## src/hdl/ssc_pkg.sv

```systemverilog
`default_nettype none
// ---------------------------------------------------------------------------
// ssc_pkg
// Shared constants for the scroll speed classifier: class codes, register
// indexes, register reset values and field widths.
// ---------------------------------------------------------------------------
package ssc_pkg;

   localparam int DEFAULT_HISTORY_DEPTH = 16;

   localparam int POS_W    = 24;
   localparam int TIME_W   = 32;
   localparam int LIMIT_W  = 16;
   localparam int MARGIN_W = 12;
   localparam int HELD_W   = 5;
   localparam int CLASS_W  = 2;
   localparam int CSR_IDX_W  = 3;
   localparam int CSR_DATA_W = 16;

   // pixels per ms to pixels per s
   localparam int SCALE_W = 10;
   localparam logic [SCALE_W-1:0] SPEED_SCALE = 10'd1000;

   localparam logic [CLASS_W-1:0] CLS_IDLE  = 2'd0;
   localparam logic [CLASS_W-1:0] CLS_SLOW  = 2'd1;
   localparam logic [CLASS_W-1:0] CLS_FAST  = 2'd2;
   localparam logic [CLASS_W-1:0] CLS_FLING = 2'd3;

   localparam logic [CSR_IDX_W-1:0] CSR_WINDOW     = 3'd0;
   localparam logic [CSR_IDX_W-1:0] CSR_FLING_SPAN = 3'd1;
   localparam logic [CSR_IDX_W-1:0] CSR_SLOW_LIMIT = 3'd2;
   localparam logic [CSR_IDX_W-1:0] CSR_FAST_LIMIT = 3'd3;
   localparam logic [CSR_IDX_W-1:0] CSR_FLING_LIMIT = 3'd4;
   localparam logic [CSR_IDX_W-1:0] CSR_IDLE_MARGIN = 3'd5;
   localparam logic [CSR_IDX_W-1:0] CSR_SLOW_MARGIN = 3'd6;
   localparam logic [CSR_IDX_W-1:0] CSR_FAST_MARGIN = 3'd7;

   localparam logic [LIMIT_W-1:0]  RST_WINDOW      = 16'd200;
   localparam logic [LIMIT_W-1:0]  RST_FLING_SPAN  = 16'd50;
   localparam logic [LIMIT_W-1:0]  RST_SLOW_LIMIT  = 16'd500;
   localparam logic [LIMIT_W-1:0]  RST_FAST_LIMIT  = 16'd1000;
   localparam logic [LIMIT_W-1:0]  RST_FLING_LIMIT = 16'd3000;
   localparam logic [MARGIN_W-1:0] RST_IDLE_MARGIN = 12'd1200;
   localparam logic [MARGIN_W-1:0] RST_SLOW_MARGIN = 12'd800;
   localparam logic [MARGIN_W-1:0] RST_FAST_MARGIN = 12'd400;

endpackage
`default_nettype wire

```

## src/hdl/scroll_speed_classifier_top.sv

```systemverilog
`default_nettype none
// ---------------------------------------------------------------------------
// scroll_speed_classifier_top
// Classifies scroll speed from a bounded history of timestamped positions.
//
// Usage:
//  - req_* channel (valid/ready) carries one transaction per event: a
//    position sample (kind 0) or a history clear (kind 1).
//  - rsp_* channel (valid/ready) returns exactly one transaction per request:
//    motion class, preload margin and the number of entries kept.
//  - csr_* is a plain write port; write only while the block is idle.
//  - One request at a time; a clear goes straight to its result, while a
//    sample waits on the prune loop over the history memory, which reads
//    and checks the oldest entry once per entry aged out (one read per
//    check), so a sample's delay grows with the entries aged out.
//  - The result sits in an output register, so the next request is accepted
//    while a result waits; a stalled receiver holds the block only when a
//    second result is ready to be loaded.
//  - Synchronous reset empties the history (count and oldest pointer only)
//    and restores the register defaults; no clearing pass is needed.
// ---------------------------------------------------------------------------
module scroll_speed_classifier_top #(
   parameter int HISTORY_DEPTH = ssc_pkg::DEFAULT_HISTORY_DEPTH
) (
   input  wire                              clock,
   input  wire                              reset,
   input  wire                              req_valid,
   output logic                             req_ready,
   input  wire                              req_kind,
   input  wire  [ssc_pkg::POS_W-1:0]        req_position,
   input  wire  [ssc_pkg::TIME_W-1:0]       req_time_ms,
   output logic                             rsp_valid,
   input  wire                              rsp_ready,
   output logic [ssc_pkg::CLASS_W-1:0]      rsp_motion_class,
   output logic [ssc_pkg::MARGIN_W-1:0]     rsp_preload_margin,
   output logic [ssc_pkg::HELD_W-1:0]       rsp_samples_held,
   input  wire                              csr_we,
   input  wire  [ssc_pkg::CSR_IDX_W-1:0]    csr_index,
   input  wire  [ssc_pkg::CSR_DATA_W-1:0]   csr_wdata
);

   localparam int IDX_W   = (HISTORY_DEPTH > 1) ? $clog2(HISTORY_DEPTH) : 1;
   localparam int CNT_W   = $clog2(HISTORY_DEPTH + 1);
   localparam int SUM_W   = IDX_W + 2;
   localparam int ENTRY_W = ssc_pkg::POS_W + ssc_pkg::TIME_W;
   localparam int LHS_W   = ssc_pkg::POS_W + ssc_pkg::SCALE_W;
   localparam int PROD_W  = ssc_pkg::LIMIT_W + ssc_pkg::TIME_W;

   localparam logic [IDX_W-1:0] LAST_SLOT  = IDX_W'(HISTORY_DEPTH - 1);
   localparam logic [CNT_W-1:0] FULL_COUNT = CNT_W'(HISTORY_DEPTH);
   localparam logic [CNT_W-1:0] TWO_COUNT  = CNT_W'(2);
   localparam logic [SUM_W-1:0] DEPTH_SUM  = SUM_W'(HISTORY_DEPTH);

   localparam logic [2:0] ST_IDLE  = 3'd0;
   localparam logic [2:0] ST_READ  = 3'd1;
   localparam logic [2:0] ST_CHECK = 3'd2;
   localparam logic [2:0] ST_LHS   = 3'd3;
   localparam logic [2:0] ST_MUL   = 3'd4;
   localparam logic [2:0] ST_DONE  = 3'd5;

   localparam logic [1:0] SEL_LAST = 2'd2;

   // configuration
   logic [ssc_pkg::LIMIT_W-1:0]  window_ff, fling_span_ff;
   logic [ssc_pkg::LIMIT_W-1:0]  slow_limit_ff, fast_limit_ff, fling_limit_ff;
   logic [ssc_pkg::MARGIN_W-1:0] idle_margin_ff, slow_margin_ff, fast_margin_ff;

   // control
   logic [2:0]       state_ff, state_in;
   logic [IDX_W-1:0] oldest_ff, oldest_in;
   logic [CNT_W-1:0] count_ff, count_in;
   logic             rsp_valid_ff, rsp_valid_in;

   // datapath
   logic [ssc_pkg::POS_W-1:0]   pos_ff, pos_in;
   logic [ssc_pkg::TIME_W-1:0]  now_ff, now_in;
   logic [ssc_pkg::TIME_W-1:0]  span_ff, span_in;
   logic [ssc_pkg::POS_W-1:0]   dist_ff, dist_in;
   logic [LHS_W-1:0]            lhs_ff, lhs_in;
   logic [1:0]                  sel_ff, sel_in;
   logic [ssc_pkg::CLASS_W-1:0] cls_ff, cls_in;

   logic [ssc_pkg::CLASS_W-1:0]  rsp_class_ff;
   logic [ssc_pkg::MARGIN_W-1:0] rsp_margin_ff, margin_sel;
   logic [ssc_pkg::HELD_W-1:0]   rsp_held_ff;
   logic [CNT_W+ssc_pkg::HELD_W-1:0] held_wide;

   // history memory
   logic [ENTRY_W-1:0] hist_mem [HISTORY_DEPTH];
   logic [ENTRY_W-1:0] rd_data_ff;
   logic               mem_we;
   logic [IDX_W-1:0]   mem_waddr;
   logic [ENTRY_W-1:0] mem_wdata;

   logic [ssc_pkg::TIME_W-1:0] rd_time, age;
   logic [ssc_pkg::POS_W-1:0]  rd_pos;
   logic [IDX_W-1:0]           oldest_adv, base_oldest;
   logic [CNT_W-1:0]           base_count;
   logic [SUM_W-1:0]           slot_sum, slot_wrap;
   logic [ssc_pkg::LIMIT_W-1:0] limit_sel;
   logic [PROD_W-1:0]          prod;
   logic                       load_rsp, full;

   assign req_ready          = (state_ff == ST_IDLE);
   assign rsp_valid          = rsp_valid_ff;
   assign rsp_motion_class   = rsp_class_ff;
   assign rsp_preload_margin = rsp_margin_ff;
   assign rsp_samples_held   = rsp_held_ff;

   assign rd_time = rd_data_ff[ssc_pkg::TIME_W-1:0];
   assign rd_pos  = rd_data_ff[ENTRY_W-1:ssc_pkg::TIME_W];
   assign age     = now_ff - rd_time;

   assign full        = (count_ff == FULL_COUNT);
   assign oldest_adv  = (oldest_ff == LAST_SLOT) ? '0 : oldest_ff + 1'b1;
   assign base_oldest = full ? oldest_adv : oldest_ff;
   assign base_count  = full ? count_ff - 1'b1 : count_ff;
   assign slot_sum    = {{(SUM_W-IDX_W){1'b0}}, base_oldest}
                      + {{(SUM_W-CNT_W){1'b0}}, base_count};
   assign slot_wrap   = (slot_sum >= DEPTH_SUM) ? slot_sum - DEPTH_SUM : slot_sum;

   always_comb begin
      unique case (sel_ff)
         2'd0:    limit_sel = slow_limit_ff;
         2'd1:    limit_sel = fast_limit_ff;
         default: limit_sel = fling_limit_ff;
      endcase
   end

   assign prod = PROD_W'(limit_sel) * PROD_W'(span_ff);

   always_comb begin
      unique case (cls_ff)
         ssc_pkg::CLS_IDLE:  margin_sel = idle_margin_ff;
         ssc_pkg::CLS_SLOW:  margin_sel = slow_margin_ff;
         ssc_pkg::CLS_FAST:  margin_sel = fast_margin_ff;
         ssc_pkg::CLS_FLING: margin_sel = '0;
      endcase
   end

   assign held_wide = {{ssc_pkg::HELD_W{1'b0}}, count_ff};

   always_comb begin
      state_in  = state_ff;
      oldest_in = oldest_ff;
      count_in  = count_ff;
      pos_in    = pos_ff;
      now_in    = now_ff;
      span_in   = span_ff;
      dist_in   = dist_ff;
      lhs_in    = lhs_ff;
      sel_in    = sel_ff;
      cls_in    = cls_ff;
      mem_we    = 1'b0;
      mem_waddr = slot_wrap[IDX_W-1:0];
      mem_wdata = {req_position, req_time_ms};
      load_rsp  = 1'b0;
      unique case (state_ff)
         ST_IDLE: begin
            if (req_valid) begin
               if (req_kind) begin
                  count_in  = '0;
                  oldest_in = '0;
                  cls_in    = ssc_pkg::CLS_IDLE;
                  state_in  = ST_DONE;
               end else begin
                  mem_we    = 1'b1;
                  oldest_in = base_oldest;
                  count_in  = base_count + 1'b1;
                  pos_in    = req_position;
                  now_in    = req_time_ms;
                  state_in  = ST_READ;
               end
            end
         end
         ST_READ: begin
            state_in = ST_CHECK;
         end
         ST_CHECK: begin
            if (age > {{(ssc_pkg::TIME_W-ssc_pkg::LIMIT_W){1'b0}}, window_ff}) begin
               oldest_in = oldest_adv;
               count_in  = count_ff - 1'b1;
               state_in  = ST_READ;
            end else begin
               span_in = age;
               dist_in = (pos_ff >= rd_pos) ? pos_ff - rd_pos : rd_pos - pos_ff;
               if (count_ff < TWO_COUNT) begin
                  cls_in   = ssc_pkg::CLS_IDLE;
                  state_in = ST_DONE;
               end else if (age < {{(ssc_pkg::TIME_W-ssc_pkg::LIMIT_W){1'b0}},
                                   fling_span_ff}) begin
                  cls_in   = ssc_pkg::CLS_FLING;
                  state_in = ST_DONE;
               end else begin
                  state_in = ST_LHS;
               end
            end
         end
         ST_LHS: begin
            lhs_in   = LHS_W'(dist_ff) * LHS_W'(ssc_pkg::SPEED_SCALE);
            sel_in   = '0;
            state_in = ST_MUL;
         end
         ST_MUL: begin
            // limit order slow, fast, fling maps onto classes idle, slow, fast
            if ({{(PROD_W-LHS_W){1'b0}}, lhs_ff} < prod) begin
               cls_in   = sel_ff;
               state_in = ST_DONE;
            end else if (sel_ff == SEL_LAST) begin
               cls_in   = ssc_pkg::CLS_FLING;
               state_in = ST_DONE;
            end else begin
               sel_in = sel_ff + 1'b1;
            end
         end
         ST_DONE: begin
            if (!rsp_valid_ff || rsp_ready) begin
               load_rsp = 1'b1;
               state_in = ST_IDLE;
            end
         end
         default: begin
            state_in = ST_IDLE;
         end
      endcase
   end

   assign rsp_valid_in = load_rsp | (rsp_valid_ff & ~rsp_ready);

   always_ff @(posedge clock) begin
      if (mem_we) begin
         hist_mem[mem_waddr] <= mem_wdata;
      end
      rd_data_ff <= hist_mem[oldest_ff];
   end

   always_ff @(posedge clock) begin
      if (reset) begin
         state_ff     <= ST_IDLE;
         oldest_ff    <= '0;
         count_ff     <= '0;
         rsp_valid_ff <= 1'b0;
      end else begin
         state_ff     <= state_in;
         oldest_ff    <= oldest_in;
         count_ff     <= count_in;
         rsp_valid_ff <= rsp_valid_in;
      end
   end

   always_ff @(posedge clock) begin
      pos_ff  <= pos_in;
      now_ff  <= now_in;
      span_ff <= span_in;
      dist_ff <= dist_in;
      lhs_ff  <= lhs_in;
      sel_ff  <= sel_in;
      cls_ff  <= cls_in;
      if (load_rsp) begin
         rsp_class_ff  <= cls_ff;
         rsp_margin_ff <= margin_sel;
         rsp_held_ff   <= held_wide[ssc_pkg::HELD_W-1:0];
      end
   end

   always_ff @(posedge clock) begin
      if (reset) begin
         window_ff      <= ssc_pkg::RST_WINDOW;
         fling_span_ff  <= ssc_pkg::RST_FLING_SPAN;
         slow_limit_ff  <= ssc_pkg::RST_SLOW_LIMIT;
         fast_limit_ff  <= ssc_pkg::RST_FAST_LIMIT;
         fling_limit_ff <= ssc_pkg::RST_FLING_LIMIT;
         idle_margin_ff <= ssc_pkg::RST_IDLE_MARGIN;
         slow_margin_ff <= ssc_pkg::RST_SLOW_MARGIN;
         fast_margin_ff <= ssc_pkg::RST_FAST_MARGIN;
      end else if (csr_we) begin
         unique case (csr_index)
            ssc_pkg::CSR_WINDOW:      window_ff      <= csr_wdata;
            ssc_pkg::CSR_FLING_SPAN:  fling_span_ff  <= csr_wdata;
            ssc_pkg::CSR_SLOW_LIMIT:  slow_limit_ff  <= csr_wdata;
            ssc_pkg::CSR_FAST_LIMIT:  fast_limit_ff  <= csr_wdata;
            ssc_pkg::CSR_FLING_LIMIT: fling_limit_ff <= csr_wdata;
            ssc_pkg::CSR_IDLE_MARGIN: idle_margin_ff <= csr_wdata[ssc_pkg::MARGIN_W-1:0];
            ssc_pkg::CSR_SLOW_MARGIN: slow_margin_ff <= csr_wdata[ssc_pkg::MARGIN_W-1:0];
            ssc_pkg::CSR_FAST_MARGIN: fast_margin_ff <= csr_wdata[ssc_pkg::MARGIN_W-1:0];
         endcase
      end
   end

   // checks
   a_count_bound: assert property (@(posedge clock) disable iff (reset)
      count_ff <= FULL_COUNT)
      else $error("history count above depth");

   a_oldest_bound: assert property (@(posedge clock) disable iff (reset)
      oldest_ff <= LAST_SLOT)
      else $error("oldest pointer out of range");

   a_prune_nonempty: assert property (@(posedge clock) disable iff (reset)
      (state_ff == ST_CHECK) |-> (count_ff != '0))
      else $error("history emptied during prune");

   a_clear_empties: assert property (@(posedge clock) disable iff (reset)
      (req_valid && req_ready && req_kind) |=> (count_ff == '0 && oldest_ff == '0))
      else $error("clear transaction left history entries");

   a_load_free: assert property (@(posedge clock) disable iff (reset)
      load_rsp |-> (!rsp_valid_ff || rsp_ready))
      else $error("result loaded over a pending transaction");

endmodule
`default_nettype wire

```

## config.mk

```make
export PLATFORM = sky130hd
export DESIGN_NAME = scroll_speed_classifier_top
export DESIGN_NICKNAME = d
export VERILOG_FILES = /design/src/hdl/ssc_pkg.sv /design/src/hdl/scroll_speed_classifier_top.sv
export SDC_FILE = /design/constraint.sdc
export NUM_CORES = 2
export LEC_CHECK = 0
export ABC_AREA = 0
export CELL_PAD_IN_SITES_DETAIL_PLACEMENT = 1
export CELL_PAD_IN_SITES_GLOBAL_PLACEMENT = 1
export CORE_MARGIN = 2
export CORE_UTILIZATION = 35
export DETAILED_ROUTE_END_ITERATION = 7
export DONT_BUFFER_PORTS = 1
export PLACE_DENSITY = 0.52
export SYNTH_ARGS = -nofsm -noshare
export SYNTH_HDL_FRONTEND = slang
export SYNTH_SLANG_ARGS = --single-unit
export TNS_END_PERCENT = 100
```

## constraint.sdc

```tcl
create_clock -name clock -period 10.13 [get_ports clock]
set_clock_uncertainty 0.05 [all_clocks]
set_input_delay 1.5195 -clock clock [delete_from_list [all_inputs] [get_ports clock]]
set_output_delay 1.5195 -clock clock [all_outputs]
set_load 0.02 [all_outputs]
```

Yosys cells after proc, flatten, opt, wreduce, memory -nomap -nowiden
Memories as Yosys holds them, arrays and structs flattened. A register that Yosys moved wholly into a read port is not among the register bits. Index checks and enable logic that the tools add are counted.

Add/subtract/negate cells: 9. $mul: 2. Magnitude comparators: 6. Equal/unequal tests: 28. Mux-type cells: 42. Bitwise gates (word level): 5. Reduce and logical (&&, ||, !) cells: 23.

Operators with widths (count): $lt A34 B48 Y1 (1); $mul A16 B32 Y48 (1); $pmux W12 S4 (1); $sub A24 B24 Y24 (2); $gt A32 B16 Y1 (1); $lt A32 B16 Y1 (1); $pmux W16 S2 (1); $sub A32 B32 Y32 (1); $mul A24 B7 Y31 const B (1); $ge A24 B24 Y1 (1); $mux W24 (1); $mux W3 (8); $mux W4 (6); $mux W5 (4); $eq A3 B3 Y1 const B (6); $mux W2 (9); $pmux W3 S6 (1); $reduce_and A2 Y1 (9); $eq A3 B2 Y1 const B (4); $ne A2 B2 Y1 const B (6); $reduce_and A3 Y1 (4); $pmux W5 S2 (1); $pmux W4 S2 (1); $mux W1 (7); 27 further kinds (37).

Register bits after elaboration: 295. Bits in writable memories: 896. Input port bits: 81. Output and inout bits: 21. Word-level logic and storage cells: 138. Memories kept: 1.

Memories: hist_mem (depth 16, bits a word 56, rd ports 1, clocked after memory_dff 1, wr ports 1, line scroll_speed_classifier_top.sv:89) `logic [ENTRY_W-1:0] hist_mem [HISTORY_DEPTH];`.

Depth between registers and ports, before layout
Depth in word-level cells: 6. Depth in mapped cells: 42. Depth with buffers taken out: 39.

Worst setup path before layout
No wires, ideal clock.

Path kind: register to register. Start: register sel_ff[0]. End: register sel_ff[0], enable pin. Library setup time: 0.300 ns. Arrival time: 9.030 ns. Required time: 9.780 ns. Slack: 0.749 ns. Cell stages (with the launch flop): 41. Buffers on the path: 4. Period minus slack after synthesis: 9.381 ns. Path through: edfxtp_1 -> ha_1 -> clkbuf_1 -> nor2_1 -> clkbuf_1 -> nand2_1 -> nand2_1 -> clkbuf_1 -> nand2_1 -> fa_1 -> inv_1 -> fa_1 -> inv_1 -> fa_1 -> inv_1 -> fa_1 -> fa_1 -> inv_1 -> [5 not listed] -> nor4_1 -> nand3_1 -> a211o_1 -> a21oi_1 -> nor2_1 -> xor2_1 -> ha_1 -> nand4_1 -> a211oi_1 -> o22ai_1 -> a21oi_1 -> a211oi_1 -> nor4_1 -> a41oi_1 -> a2111oi_0 -> o2111ai_1 -> nor4_2 -> a21o_1.

Cells in the longest elaborated chain, start to end: 6. Elaborated cells between the ends (all ways): 9. Those cells by class: 1 x mul; 1 x order compare; 4 x eq/ne; 1 x mux; 2 x reduce/logical.

RTL lines: from (decl) (line scroll_speed_classifier_top.sv:80) `logic [1:0] sel_ff, sel_in;`; from (signal assigned) (line scroll_speed_classifier_top.sv:257) `sel_ff <= sel_in;`; $eq A2 B1 Y1 / $logic_not A2 Y1 (equally long branches) (line scroll_speed_classifier_top.sv:123) `unique case (sel_ff)`; $pmux W16 S2 (line scroll_speed_classifier_top.sv:123); $mul A16 B32 Y48 (line scroll_speed_classifier_top.sv:130) `assign prod = PROD_W'(limit_sel) * PROD_W'(span_ff);`; $lt A34 B48 Y1 (line scroll_speed_classifier_top.sv:206) `if ({{(PROD_W-LHS_W){1'b0}}, lhs_ff} < prod) begin`; $ne A2 B2 Y1 (no source line); $reduce_and A3 Y1 (no source line) (*).

Every way passes the cells marked *; elsewhere a longest branch is shown, timed or not. A chain may end at the register's enable or synchronous reset.

Final worst setup path
Same ends and word-level chain as after synthesis.

==> flow_summary.json <==
{
  "design_power_total_mw": 15.8,
  "slew_violations": 0,
  "placed_area_mm2": 0.0753,
  "rsz0062_at_grt": "no",
  "route.final.wire_length_um": 202000,
  "firstDrtPassIters": 5,
  "slowest_stage": "fa_1",
  "area_growth_pct": 11.7,
  "leakage_nw": 30.4,
  "layout_commonest_cell": "edfxtp_1",
  "fillers": 21200,
  "synth_seq_area_share": 0.497,
  "synth_top_cell_by_area": "edfxtp_1",
  "ant_nets": 0,
  "vdd_ir_drop_max_uv": 185,
  "synth_area_leaders": "edfxtp_1 45%, fa_1 14%, mux4_2 8.8%, ha_1 5.9%, dfxtp_1 5.2%",
  "synthFlopType": "edfxtp_1",
  "synthesis.instances": 5484,
  "relSlewSlack": 0.290,
  "dp.cells": 8050,
  "finalSetupViolations": 0,
  "antenna_found_initial": 4,
  "clockBufferDepth": 3,
  "finalHoldViolations": 0,
  "r2r_slack_ns": 0.64,
  "whs_ns": 0.403,
  "arrival_ns": 9.96,
  "drive_above_1_share": 0.121,
  "dieArea_mm2": 0.208,
  "post-route-drc-count": 0,
  "grt_pass1_vias": 47100,
  "instances_no_fill": 8313,
  "drv_cap": 0,
  "finalCriticalPeriod_ns": 9.49,
  "period_share": 0.937,
  "worstSkewPairLatency_ns": 0.81,
  "io-pin-count": 102,
  "final_cell_mix": "1,062 x edfxtp_1, 738 x nand2_1, 732 x inv_1, 508 x fa_1, 336 x ha_1",
  "postCtsHoldBufs": 0,
  "fin_nets": 6433,
  "ys_types": 88,
  "path_class": "register to register",
  "fmax_ghz": 0.105,
  "die_h_um": 456,
  "fin_util": 0.392,
  "path_clk_slew_ns": 0.06,
  "dp_hpwl_um": 139000,
  "crit_path_max_fanout": 32,
  "grt_max_degree": 96,
  "rows": 166,
  "start_util": 0.351,
  "holdCritPathClass": "register to register",
  "ys_seq_elements": 1247,
  "syn-mean-instance-area_um2": 13.1,
  "synth_warnings": 0,
  "cellPowerDensity_mw_per_mm2": 197,
  "startpoint_type": "register",
  "async_flop_share": 0,
  "tritoncts": "yes",
  "portBuffers": 0,
  "cts-buffers-inserted": 143,
  "path_common_cell": "fa_1",
  "core_mm2": 0.204,
  "grt_use_total": 0.197,
  "grt_pass1_wl_um": 309000,
  "synth_area_mm2": 0.0716,
  "vias": 42500,
  "die_x_um": 456,
  "overflow": 0,
  "vias_per_cell": 5.11,
  "tightest_slew_ns": 1.06,
  "setup_ws_ns": 0.641,
  "place_ws_ns": 0.442,
  "routedWlPerCell_um": 24.2,
  "syn_nets": 6410,
  "end_kind": "register",
  "outcome": "completed",
  "drtIter0Drc": 2435,
  "final_cell_area_mm2": 0.0800,
  "max_stage_delay_ns": 0.56,
  "cts.sink_count": 1247,
  "cp.required_ns": 10.60,
  "gp_congestion": 0.820,
  "cts_root_buffer": "clkbuf_16",
  "synth-edff-count": 1062,
  "h-tree-depth": 4,
  "fin_tns_setup_ns": 0,
  "yosys.area.top_type_share": 0.445
}
-- synthesized netlist by cell type, types with 20 or more instances --
master	number
edfxtp_1	1062
nor2_1	136
o21ai_0	115
mux4_2	280
dfxtp_1	185
mux2i_1	32
a22oi_1	20
a21oi_1	240
buf_1	34
nand3_1	59
xor2_1	50
o21a_1	25
nand4_1	35
inv_1	733
and2_1	177
clkbuf_1	199
xnor2_1	66
nand2_1	738
ha_1	337
o211ai_1	25
a21o_1	74
nor3_1	41
nor2b_1	27
fa_1	508
-- critical path: cells and delay by family, from the launching register on --
kind / cells / cell delay (ns)
DFF: 1 / 0.44
and+or+nand+nor: 8 / 1.16
xor gates and xnor gates: 1 / 0.14
adders and majority gates: 9 / 4.01
AOI/OAI and AO/OA: 14 / 2.43
buffers and inverters: 7 / 0.93
-- final timing paths --
| path | start | to | cells after the start |
|---|---|---|---|
| worst max register to register | sel_ff[0] | sel_ff[0] | 39 |
| worst max-delay path | sel_ff[0] | sel_ff[0] | 39 |
| worst min-delay path | idle_margin_ff[8] | idle_margin_ff[8] | 2 |
| worst min register to register | idle_margin_ff[8] | idle_margin_ff[8] | 2 |
-- state kept, by name, indices dropped and copies added, names as in the netlist, 12 cells and up --
signal and flops:
fast_margin_ff 12, window_ff 16, pos_ff 24, fling_limit_ff 16
slow_margin_ff 12, slow_limit_ff 16, fast_limit_ff 16, dist_ff 24
fling_span_ff 16, hist_mem 896, span_ff 32, rd_data_ff 56
idle_margin_ff 12, rsp_preload_margin 12, now_ff 32, lhs_ff 31
-- what timing repair did --
action,in CTS,in global routing
resized for setup,0,8
endpoints found under the setup margin,0,6
buffers inserted,0,0
-- layer usage --
layer  vias to the layer above  track usage  wire length [um]
met5                         -            0                 0
met4                         0       0.0467              3870
met3                       218       0.0270              6820
met2                       599        0.335             99700
met1                     22500        0.267             91100
li1                      19200            -                 -
-- logic make-up after synthesis --
kind of cell | after synthesis | synth area share
muxes | 319 | 0.0936
and+or+nand+nor | 1301 | 0.0823
DFF | 1247 | 0.497
xor gates and xnor gates | 116 | 0.0142
buffers and inverters | 984 | 0.0519
adders and majority gates | 845 | 0.201
AOI/OAI and AO/OA | 672 | 0.0602
-- where the power goes --
group,internal (mW),switching [mW],total [mW]
registers,5.74,0.0770,5.82
clock network,2.90,2.18,5.08
logic,1.92,2.96,4.88
-- layout make-up --
class / instances / area (um2) / share of cell area
antenna: 1 / 2.50 / 0.0000313
clock buffer: 184 / 3860 / 0.0483
clock inverter: 78 / 739 / 0.00924
inverter: 734 / 2760 / 0.0345
multi-input combinational: 3253 / 32500 / 0.407
sequential: 1247 / 35600 / 0.445
tap: 2688 / 3360 / 0.0420
timing repair buffer: 128 / 1140 / 0.0143
No activity file was read; power rests on OpenSTA's default activity.
